===== config.mk =====
export PLATFORM = sky130hd
export DESIGN_NAME = pulse_peak_rate_detector_top_flat
export DESIGN_NICKNAME = d
export VERILOG_FILES = /design/src/sv/pprd_pkg.sv /design/src/sv/pprd_if.sv /design/src/sv/pprd_seq.sv /design/src/sv/pprd_dp.sv /design/src/sv/pulse_peak_rate_detector_top.sv /design/src/flat_wrapper.sv
export SDC_FILE = /design/constraint.sdc
export NUM_CORES = 1
export LEC_CHECK = 0
export ABC_AREA = 1
export BUFFER_PORTS_ARGS = -buffer_cell sky130_fd_sc_hd__buf_2
export CAP_MARGIN = 20
export CELL_PAD_IN_SITES_DETAIL_PLACEMENT = 1
export CELL_PAD_IN_SITES_GLOBAL_PLACEMENT = 1
export CORE_MARGIN = 1
export CORE_UTILIZATION = 30
export DETAILED_ROUTE_END_ITERATION = 8
export PLACE_DENSITY_LB_ADDON = 0.1
export SYNTH_ARGS = -nofsm -noshare
export SYNTH_HDL_FRONTEND = slang
export SYNTH_SLANG_ARGS = --single-unit

===== constraint.sdc =====
create_clock -name clk -period 5.35 [get_ports clk]
set_input_delay 0.535 -clock clk [delete_from_list [all_inputs] [get_ports clk]]
set_output_delay 0.535 -clock clk [all_outputs]
set_load 0.03 [all_outputs]

===== src/sv/pprd_pkg.sv =====
// Package for the pulse peak rate detector: widths, constants, microcode
// control word types and the microcode program table.
// No dependencies.
package pprd_pkg;

	localparam int PPRD_SAMPLE_BITS = 10;
	localparam int PPRD_TIME_BITS   = 32;
	localparam int THR_W            = 10;
	localparam int PEAK_W           = 10;
	localparam int BPM_W            = 16;
	localparam int STEP_W           = 3;
	localparam int DCNT_W           = 4;
	localparam int APB_AW           = 2;
	localparam int APB_DW           = 32;

	localparam logic [THR_W-1:0]  THR_RESET     = THR_W'(5);
	localparam logic [BPM_W-1:0]  MS_PER_MINUTE = BPM_W'(60000);
	localparam logic [APB_AW-1:0] ADDR_THR      = APB_AW'(0);

	typedef logic [STEP_W-1:0] step_t;

	localparam step_t S_WAIT  = step_t'(0);
	localparam step_t S_PHASE = step_t'(1);
	localparam step_t S_TEST  = step_t'(2);
	localparam step_t S_MEAN  = step_t'(3);
	localparam step_t S_GAP   = step_t'(4);
	localparam step_t S_DIV   = step_t'(5);
	localparam step_t S_EMIT  = step_t'(6);

	typedef enum logic [2:0] {
		OP_WAIT,
		OP_PHASE,
		OP_TEST,
		OP_MEAN,
		OP_GAP,
		OP_DIV,
		OP_EMIT
	} op_t;

	typedef enum logic [1:0] {
		COND_ALWAYS,
		COND_ACCEPT,
		COND_DIV_LAST,
		COND_OUT_FREE
	} cond_t;

	typedef struct packed {
		op_t   op;
		cond_t cond;
		step_t pass;
		step_t fail;
	} ctrl_t;

	typedef struct packed {
		logic accept;
		logic div_last;
		logic out_free;
	} stat_t;

	function automatic ctrl_t pprd_ucode(input step_t step);
		ctrl_t cw;
		case (step)
			S_WAIT:  cw = '{op: OP_WAIT,  cond: COND_ACCEPT,   pass: S_PHASE, fail: S_WAIT};
			S_PHASE: cw = '{op: OP_PHASE, cond: COND_ALWAYS,   pass: S_TEST,  fail: S_TEST};
			S_TEST:  cw = '{op: OP_TEST,  cond: COND_ALWAYS,   pass: S_MEAN,  fail: S_MEAN};
			S_MEAN:  cw = '{op: OP_MEAN,  cond: COND_ALWAYS,   pass: S_GAP,   fail: S_GAP};
			S_GAP:   cw = '{op: OP_GAP,   cond: COND_ALWAYS,   pass: S_DIV,   fail: S_DIV};
			S_DIV:   cw = '{op: OP_DIV,   cond: COND_DIV_LAST, pass: S_EMIT,  fail: S_DIV};
			S_EMIT:  cw = '{op: OP_EMIT,  cond: COND_OUT_FREE, pass: S_WAIT,  fail: S_EMIT};
			default: cw = '{op: OP_WAIT,  cond: COND_ALWAYS,   pass: S_WAIT,  fail: S_WAIT};
		endcase
		return cw;
	endfunction

endpackage


===== src/sv/pprd_if.sv =====
// Request channels of the pulse peak rate detector: sample in, result out.
// Depends on pprd_pkg.
interface pprd_in_if import pprd_pkg::*; #(
	parameter int SAMPLE_BITS = PPRD_SAMPLE_BITS
) ();
	logic                   valid;
	logic                   ready;
	logic [SAMPLE_BITS-1:0] sample;

	modport source (output valid, output sample, input ready);
	modport sink   (input valid, input sample, output ready);
endinterface

interface pprd_out_if import pprd_pkg::*; #(
	parameter int TIME_BITS = PPRD_TIME_BITS
) ();
	logic                 valid;
	logic                 ready;
	logic                 peak_detected;
	logic [PEAK_W-1:0]    peak_value;
	logic                 time_stored;
	logic [TIME_BITS-1:0] beat_gap;
	logic                 rate_valid;
	logic [BPM_W-1:0]     beats_per_minute;

	modport source (output valid, output peak_detected, output peak_value,
		output time_stored, output beat_gap, output rate_valid,
		output beats_per_minute, input ready);
	modport sink   (input valid, input peak_detected, input peak_value,
		input time_stored, input beat_gap, input rate_valid,
		input beats_per_minute, output ready);
endinterface


===== src/sv/pprd_seq.sv =====
// Microcode sequencer: step counter, program table lookup, conditional jumps.
// Depends on pprd_pkg.
module pprd_seq import pprd_pkg::*; (
	input  logic  clk,
	input  logic  arst_n,
	input  stat_t stat,
	output ctrl_t ctrl
);

	step_t step_q;
	logic  cond_ok;

	assign ctrl = pprd_ucode(step_q);

	always_comb begin
		case (ctrl.cond)
			COND_ALWAYS:   cond_ok = 1'b1;
			COND_ACCEPT:   cond_ok = stat.accept;
			COND_DIV_LAST: cond_ok = stat.div_last;
			COND_OUT_FREE: cond_ok = stat.out_free;
			default:       cond_ok = 1'b1;
		endcase
	end

	always_ff @(posedge clk or negedge arst_n) begin
		if (!arst_n) begin
			step_q <= S_WAIT;
		end else begin
			step_q <= cond_ok ? ctrl.pass : ctrl.fail;
		end
	end

endmodule


===== src/sv/pprd_dp.sv =====
// Datapath: slope tracking, peak and time rings, gap, bit-serial divider,
// output register. Driven by the sequencer control word.
// Depends on pprd_pkg and pprd_if.
module pprd_dp import pprd_pkg::*; #(
	parameter int SAMPLE_BITS = PPRD_SAMPLE_BITS,
	parameter int TIME_BITS   = PPRD_TIME_BITS
) (
	input  logic              clk,
	input  logic              arst_n,
	input  ctrl_t             ctrl,
	output stat_t             stat,
	input  logic [THR_W-1:0]  thr,
	pprd_in_if.sink           in_ch,
	pprd_out_if.source        out_ch
);

	localparam int DW  = SAMPLE_BITS + 1;
	localparam int CW  = ((DW > THR_W + 1) ? DW : THR_W + 1) + 1;
	localparam int RW  = BPM_W + 1;
	localparam int GW  = ((TIME_BITS > RW) ? TIME_BITS : RW) + 1;

	logic                    phase_q;
	logic [TIME_BITS-1:0]    tick_q;
	logic [SAMPLE_BITS-1:0]  prev_q;
	logic signed [DW-1:0]    diff_q;
	logic                    rising_q;
	logic [SAMPLE_BITS-1:0]  amp_q [2];
	logic                    aslot_q;
	logic [TIME_BITS-1:0]    time_q [2];
	logic                    tslot_q;
	logic                    got_peak_q;
	logic                    stored_q;
	logic [SAMPLE_BITS-1:0]  cur_q;
	logic [TIME_BITS-1:0]    gap_q;
	logic [BPM_W-1:0]        rem_q;
	logic [BPM_W-1:0]        quo_q;
	logic [DCNT_W-1:0]       cnt_q;
	logic                    oval_q;
	logic                    o_peak_q;
	logic [PEAK_W-1:0]       o_pval_q;
	logic                    o_stored_q;
	logic [TIME_BITS-1:0]    o_gap_q;
	logic                    o_rv_q;
	logic [BPM_W-1:0]        o_bpm_q;

	logic signed [DW-1:0]    diff_new;
	logic signed [CW-1:0]    diff_x;
	logic signed [CW-1:0]    thr_x;
	logic                    rise_c;
	logic                    peak_c;
	logic [SAMPLE_BITS:0]    amp_sum;
	logic [SAMPLE_BITS-1:0]  mean;
	logic [TIME_BITS-1:0]    gap_c;
	logic [RW-1:0]           trial;
	logic [GW-1:0]           trial_sub;
	logic                    trial_ge;
	logic                    accept;
	logic                    out_free;
	logic                    load;

	assign accept   = in_ch.valid && in_ch.ready;
	assign out_free = !oval_q || out_ch.ready;
	assign load     = (ctrl.op == OP_EMIT) && out_free;

	assign in_ch.ready = (ctrl.op == OP_WAIT);
	assign stat = '{accept: accept, div_last: (cnt_q == '1), out_free: out_free};

	always_comb begin
		diff_new  = $signed({1'b0, prev_q}) - $signed({1'b0, cur_q});
		diff_x    = CW'(diff_q);
		thr_x     = $signed(CW'(thr));
		rise_c    = rising_q || (diff_x < -thr_x);
		peak_c    = rise_c && !diff_q[DW-1] && (diff_q != '0);
		amp_sum   = {1'b0, amp_q[0]} + {1'b0, amp_q[1]};
		mean      = amp_sum[SAMPLE_BITS:1];
		gap_c     = (time_q[0] > time_q[1]) ? (time_q[0] - time_q[1])
		                                    : (time_q[1] - time_q[0]);
		trial     = {rem_q, MS_PER_MINUTE[~cnt_q]};
		trial_sub = GW'(trial) - GW'(gap_q);
		trial_ge  = GW'(trial) >= GW'(gap_q);
	end

	always_ff @(posedge clk or negedge arst_n) begin
		if (!arst_n) begin
			phase_q    <= 1'b1;
			tick_q     <= '0;
			prev_q     <= '0;
			diff_q     <= '0;
			rising_q   <= 1'b0;
			amp_q[0]   <= '0;
			amp_q[1]   <= '0;
			aslot_q    <= 1'b0;
			time_q[0]  <= '0;
			time_q[1]  <= '0;
			tslot_q    <= 1'b0;
			got_peak_q <= 1'b0;
			stored_q   <= 1'b0;
		end else begin
			case (ctrl.op)
				OP_PHASE: begin
					phase_q <= ~phase_q;
					tick_q  <= tick_q + 1'b1;
					if (!phase_q) begin
						prev_q <= cur_q;
					end else begin
						diff_q <= diff_new;
					end
				end
				OP_TEST: begin
					if (peak_c) begin
						rising_q       <= 1'b0;
						got_peak_q     <= 1'b1;
						amp_q[aslot_q] <= cur_q;
						aslot_q        <= ~aslot_q;
					end else begin
						rising_q   <= rise_c;
						got_peak_q <= 1'b0;
					end
				end
				OP_MEAN: begin
					if (got_peak_q && (cur_q > mean)) begin
						stored_q        <= 1'b1;
						time_q[tslot_q] <= tick_q;
						tslot_q         <= ~tslot_q;
					end else begin
						stored_q <= 1'b0;
					end
				end
				default: begin
				end
			endcase
		end
	end

	always_ff @(posedge clk) begin
		if (accept) begin
			cur_q <= in_ch.sample;
		end
		case (ctrl.op)
			OP_GAP: begin
				gap_q <= gap_c;
				rem_q <= '0;
				quo_q <= '0;
				cnt_q <= '0;
			end
			OP_DIV: begin
				rem_q <= trial_ge ? BPM_W'(trial_sub) : BPM_W'(trial);
				quo_q <= {quo_q[BPM_W-2:0], trial_ge};
				cnt_q <= cnt_q + 1'b1;
			end
			default: begin
			end
		endcase
		if (load) begin
			o_peak_q   <= got_peak_q;
			o_pval_q   <= got_peak_q ? PEAK_W'(cur_q) : '0;
			o_stored_q <= stored_q;
			o_gap_q    <= gap_q;
			o_rv_q     <= (gap_q != '0);
			o_bpm_q    <= (gap_q != '0) ? quo_q : '0;
		end
	end

	always_ff @(posedge clk or negedge arst_n) begin
		if (!arst_n) begin
			oval_q <= 1'b0;
		end else if (load) begin
			oval_q <= 1'b1;
		end else if (out_ch.ready) begin
			oval_q <= 1'b0;
		end
	end

	assign out_ch.valid            = oval_q;
	assign out_ch.peak_detected    = o_peak_q;
	assign out_ch.peak_value       = o_pval_q;
	assign out_ch.time_stored      = o_stored_q;
	assign out_ch.beat_gap         = o_gap_q;
	assign out_ch.rate_valid       = o_rv_q;
	assign out_ch.beats_per_minute = o_bpm_q;

endmodule


===== src/sv/pulse_peak_rate_detector_top.sv =====
// Top level of the pulse peak rate detector: APB threshold register,
// microcode sequencer and datapath. Depends on pprd_pkg, pprd_if,
// pprd_seq and pprd_dp.
//
//   channel  dir  handshake        payload
//   in_ch    in   valid / ready    sample
//   out_ch   out  valid / ready    peak_detected, peak_value, time_stored,
//                                  beat_gap, rate_valid, beats_per_minute
//   apb      in   psel / penable   paddr, pwdata, prdata (rise_threshold at 0)
//
// Each sample runs through accept, four update steps, a 16-step
// restoring divider for 60000 / gap, and one output load.
// in_ch.ready is high only while waiting, so a new sample waits for the load.
// A full output register holds the sequencer at the load step until taken.
// Reset is asynchronous and at once clears all but the sample, divider and output data registers; no clearing pass.
module pulse_peak_rate_detector_top import pprd_pkg::*; #(
	parameter int SAMPLE_BITS = PPRD_SAMPLE_BITS,
	parameter int TIME_BITS   = PPRD_TIME_BITS
) (
	input  logic              clk,
	input  logic              arst_n,
	pprd_in_if.sink           in_ch,
	pprd_out_if.source        out_ch,
	input  logic              psel,
	input  logic              penable,
	input  logic              pwrite,
	input  logic [APB_AW-1:0] paddr,
	input  logic [APB_DW-1:0] pwdata,
	output logic [APB_DW-1:0] prdata,
	output logic              pready
);

	logic [THR_W-1:0] thr_q;
	ctrl_t            ctrl;
	stat_t            stat;
	logic             cfg_wr;

	assign pready = 1'b1;
	assign cfg_wr = psel && penable && pwrite && pready && (paddr == ADDR_THR);
	assign prdata = (paddr == ADDR_THR) ? APB_DW'(thr_q) : '0;

	always_ff @(posedge clk or negedge arst_n) begin
		if (!arst_n) begin
			thr_q <= THR_RESET;
		end else if (cfg_wr) begin
			thr_q <= pwdata[THR_W-1:0];
		end
	end

	pprd_seq u_seq (
		.clk    (clk),
		.arst_n (arst_n),
		.stat   (stat),
		.ctrl   (ctrl)
	);

	pprd_dp #(
		.SAMPLE_BITS (SAMPLE_BITS),
		.TIME_BITS   (TIME_BITS)
	) u_dp (
		.clk    (clk),
		.arst_n (arst_n),
		.ctrl   (ctrl),
		.stat   (stat),
		.thr    (thr_q),
		.in_ch  (in_ch),
		.out_ch (out_ch)
	);

	a_one_item: assert property (@(posedge clk) disable iff (!arst_n)
		(in_ch.valid && in_ch.ready) |=> !in_ch.ready)
		else $error("request accepted while previous one in flight");

	a_no_peak: assert property (@(posedge clk) disable iff (!arst_n)
		(out_ch.valid && !out_ch.peak_detected) |->
		(out_ch.peak_value == '0 && !out_ch.time_stored))
		else $error("peak fields set without a peak");

	a_rate: assert property (@(posedge clk) disable iff (!arst_n)
		out_ch.valid |-> (out_ch.rate_valid == (out_ch.beat_gap != '0)) &&
		(out_ch.rate_valid || out_ch.beats_per_minute == '0))
		else $error("rate inconsistent with gap");

	a_cfg: assert property (@(posedge clk) disable iff (!arst_n)
		cfg_wr |=> (thr_q == $past(pwdata[THR_W-1:0])))
		else $error("threshold write lost");

endmodule

===== src/flat_wrapper.sv =====
// flat-port wrapper written by rule: the top's interface ports become plain ports
module pulse_peak_rate_detector_top_flat import pprd_pkg::*;
#(
	parameter int SAMPLE_BITS = PPRD_SAMPLE_BITS,
	parameter int TIME_BITS   = PPRD_TIME_BITS
)
  (clk, arst_n, psel, penable, pwrite, paddr, pwdata, prdata, pready, in_ch_valid, in_ch_sample, in_ch_ready, out_ch_valid, out_ch_peak_detected, out_ch_peak_value, out_ch_time_stored, out_ch_beat_gap, out_ch_rate_valid, out_ch_beats_per_minute, out_ch_ready);
  pprd_in_if #(.SAMPLE_BITS(SAMPLE_BITS)) in_ch_i ();
  pprd_out_if #(.TIME_BITS(TIME_BITS)) out_ch_i ();
  input  logic clk;
  input  logic arst_n;
  input  logic psel;
  input  logic penable;
  input  logic pwrite;
  input  logic [APB_AW-1:0] paddr;
  input  logic [APB_DW-1:0] pwdata;
  output logic [APB_DW-1:0] prdata;
  output logic pready;
  input wire logic [$bits(in_ch_i.valid)-1:0] in_ch_valid;
  input wire logic [$bits(in_ch_i.sample)-1:0] in_ch_sample;
  output wire logic [$bits(in_ch_i.ready)-1:0] in_ch_ready;
  output wire logic [$bits(out_ch_i.valid)-1:0] out_ch_valid;
  output wire logic [$bits(out_ch_i.peak_detected)-1:0] out_ch_peak_detected;
  output wire logic [$bits(out_ch_i.peak_value)-1:0] out_ch_peak_value;
  output wire logic [$bits(out_ch_i.time_stored)-1:0] out_ch_time_stored;
  output wire logic [$bits(out_ch_i.beat_gap)-1:0] out_ch_beat_gap;
  output wire logic [$bits(out_ch_i.rate_valid)-1:0] out_ch_rate_valid;
  output wire logic [$bits(out_ch_i.beats_per_minute)-1:0] out_ch_beats_per_minute;
  input wire logic [$bits(out_ch_i.ready)-1:0] out_ch_ready;
  assign in_ch_i.valid = in_ch_valid;
  assign in_ch_i.sample = in_ch_sample;
  assign in_ch_ready = in_ch_i.ready;
  assign out_ch_valid = out_ch_i.valid;
  assign out_ch_peak_detected = out_ch_i.peak_detected;
  assign out_ch_peak_value = out_ch_i.peak_value;
  assign out_ch_time_stored = out_ch_i.time_stored;
  assign out_ch_beat_gap = out_ch_i.beat_gap;
  assign out_ch_rate_valid = out_ch_i.rate_valid;
  assign out_ch_beats_per_minute = out_ch_i.beats_per_minute;
  assign out_ch_i.ready = out_ch_ready;
  pulse_peak_rate_detector_top #(.SAMPLE_BITS(SAMPLE_BITS), .TIME_BITS(TIME_BITS)) u_core (.clk(clk), .arst_n(arst_n), .in_ch(in_ch_i), .out_ch(out_ch_i), .psel(psel), .penable(penable), .pwrite(pwrite), .paddr(paddr), .pwdata(pwdata), .prdata(prdata), .pready(pready));
endmodule

==> summary.txt <==
Layout
  – Net count reported at finish: ~2600
  – Area Overhead vs Synth: 13.6%
  – Most frequent cells in the layout: nand2_1 (653), inv_1 (300), nor2_1 (202)
  – Share of cells above drive strength 1: 0.0886
  – Final Util: 0.345
  – ANT cells: 0
  – Fin cells: 3197
  – Final Cell Area: 20800 sq um
  – Commonest non-fill, non-tap cell in the layout: nand2_1

Clocking
  – Num Clock Sinks: just under 300
  – Skew-Pair Late Insertion Delay: 0.56 ns
  – Root Driver: clkbuf_16
  – Number of H-tree levels: 2
  – Clk slew on worst S/H paths: 0.06 ns
  – Num CTS Buffers: 38
  – Maximum root-to-sink buffer count: 3
  – CTS tree: yes

Logic synthesis
  – Synthesized area per cell: 7.99 sq um
  – Ys Warns: 0
  – Top_reg_cell synth: dfrtp_1
  – Async SR Flop Fraction: 0.530
  – FF+latch count, synth: between 200 and 300
  – Post-synth EDFFs: 139
  – Seq/Total Area, Yosys: 0.443
  – Synth cell types: 52
  – Post-Syn Area: 18300 sq um
  – Syn Inst Count: around 2300

Drt
  – Drt drc: 0
  – Vias: 14879
  – First drt pass iteration count: 6
  – Number of nets with antenna violations after routing: 0
  – Via density per instance: 4.65
  – Initial drt markers: 532
  – Drt wl/cell: 16.4 um
  – Detailed Route WL: 52.6 mm

STA
  – WHS: 0.162 ns
  – Unrepaired setup endpoints after global routing: no
  – Fmax: 262 MHz
  – Final hold viol count: 0
  – Tmin final: 3.82 ns
  – Setup TNS: 0 ns
  – Fin crit share: 0.715
  – Setup Viol. Count Final: 0
  – Post-route setup slack: 1.53 ns
  – Slew Limit Headroom: 0.393
  – Worst-margin pin slew: about 0.9 ns
  – Final clock skew: 0.0194 ns
  – Fin. max-slew vios: 0

Critical path
  – CP endpoint: u_core.u_dp.rem_q[1]$_SDFFCE_PP0P_
  – Worst endpoint required time: 5.65 ns
  – Critical Path Source: u_core.u_dp.cnt_q[0]$_SDFFCE_PP0P_
  – CP Capture Type: flop
  – RR Endpoint: u_core.u_dp.rem_q[1]$_SDFFCE_PP0P_
  – R2R Setup Slk: 1.53 ns
  – Setup CP Type: flop to flop
  – Crit path max fanout: 17
  – R2r startpoint: u_core.u_dp.cnt_q[0]$_SDFFCE_PP0P_
  – CP arrival: 4.12 ns
  – Crit path launch type: flop
  – R2r worst-path depth: 17

Placement
  – Dpl ws: 1.43 ns
  – Dpl hpwl: a little over 40 mm
  – Placed inst area: about 20000 sq um
  – Placed Cells: between 3000 and 4000
  – Gp weighted congestion: 0.838
  – PortBufs: 101

GRT
  – Vias in the first global route: ~16000
  – Grt total ovfl: 0
  – First-pass GRT wire length: between 80 and 90 mm
  – GRT Util Overall: 0.173
  – Largest net degree at the start of global routing: 132
  – Initial antenna violation count: 0

Floorplan
  – Core outline area: ~60000 sq um
  – IO Pins: 147
  – Die height: approximately 250 um
  – Die width: around 250 um
  – Rows: 90
  – Initial Utilization: 0.303
  – Die area: roughly 62000 sq um

Power
  – Pwr Total: around 12 mW
  – Leak: 9.90 nW
  – Pwr/cell area: 571 nW/um^2
  – Worst vdd ir: 0.252 mV

Flow run
  – Total of max-cap violations: 0

Min path
  – Hold Path Class: primary input to flop

Run status
  – Status: finished, final reports clean
==> cells in the mapped netlist, types with 10 or more instances <==
cell type	instances	area, sq um
nand2_1	653	2450
nor3_1	30	150
dfrtp_1	154	3850
nor2_2	10	62.6
ha_1	123	1540
xnor2_1	12	105
buf_2	16	80.1
buf_4	27	203
a21oi_1	139	696
inv_1	300	1130
o21ai_1	13	65.1
nand3_1	89	445
xor2_1	82	718
clkbuf_2	10	50.1
nor2_1	205	769
o21ai_0	138	691
nand4_1	32	200
clkbuf_1	21	78.8
edfxtp_1	139	4170
==> power by group <==
part / leakage, nW / switching, mW / internal (mW)
registers: 3.38 / 0.381 / 3.19
clock network: 0.616 / 1.00 / 1.56
logic: 5.91 / 3.90 / 1.84
==> timing repair <==
item                                   in CTS  in global routing
gates resized for setup                     0                  0
hold buffers                                1                  0
endpoints found under the hold margin      24                  0
buffers inserted                            0                  0
==> routing by layer <==
metal | wire [um] | up-vias | GRT usage
li1 | - | 7544 | -
met1 | 26400 | 7096 | 0.240
met2 | 23500 | 170 | 0.278
met3 | 1280 | 69 | 0.0242
met4 | 1360 | 0 | 0.0502
met5 | 0 | - | 0
==> how the worst min path moves through the flow <==
stage | startpoint | end | slack, ns | depth (start not counted)
global route | in_ch_sample[7] | u_core.u_dp.cur_q[7]$_DFFE_PP_ | 0.13 | 1
floorplan | arst_n | u_core.thr_q[1]$_DFFE_PN0P_ | 0.24 | 0
finish | in_ch_sample[7] | u_core.u_dp.cur_q[7]$_DFFE_PP_ | 0.16 | 1
CTS | in_ch_sample[7] | u_core.u_dp.cur_q[7]$_DFFE_PP_ | 0.13 | 1
detailed placement | u_core.u_dp.gap_q[30]$_DFFE_PN_ | u_core.u_dp.out_ch.beat_gap[30]$_DFFE_PP_ | 0.44 | 0
global placement | u_core.u_dp.stored_q$_DFFE_PN0N_ | u_core.u_dp.out_ch.time_stored$_DFFE_PP_ | 0.43 | 0
==> cells by family after synthesis <==
group / Yosys count / share of synthesized area
AO/OA/AOI/OAI: 327 / 0.0945
other: 2 / 0.000410
buffers and inverters: 385 / 0.0873
adder cells (fa/ha/maj): 128 / 0.0896
AND/OR/NAND/NOR: 1058 / 0.240
flip-flops: 296 / 0.443
XOR/XNOR: 94 / 0.0450
==> layout make-up <==
class | count | area (sq um)
timing repair buffer | 111 | 602
tap | 782 | 978
multi-input combinational | 1630 | 8690
fill | 7216 | 39600
sequential | 296 | 8110
inverter | 309 | 1160
clock inverter | 16 | 180
clock buffer | 53 | 1080
==> flip-flops by register name, indices dropped and copies added, names as in the netlist, 3 cells and up <==
name,count
u_core.u_dp.out_ch.beat_gap,32
u_core.u_dp.prev_q,10
u_core.thr_q,10
u_core.u_dp.cnt_q,4
u_core.u_dp.rem_q,16
u_core.u_dp.out_ch.beats_per_minute,16
u_core.u_dp.cur_q,10
u_core.u_dp.quo_q,16
u_core.u_dp.tick_q,32
u_core.u_dp.amp_q,20
u_core.u_dp.gap_q,32
u_core.u_dp.out_ch.peak_value,10
u_core.u_dp.time_q,64
u_core.u_dp.diff_q,11
u_core.u_seq.step_q,3
==> worst max-delay path, stage by stage (launching register included) <==
cell	delay, ns
edfxtp_1	0.43
ha_1	0.31
inv_1	0.05
nor3_1	0.16
a31oi_1	0.13
ha_1	0.28
fa_1	0.40
nand3b_1	0.18
nand2_1	0.13
nand3_1	0.08
nand2_1	0.18
nand3_1	0.10
nand2_1	0.08
nand2_1	0.06
nand3_1	0.46
buf_4	0.33
and2_1	0.15
nor2_1	0.04
(Power assumes the default switching activity.)
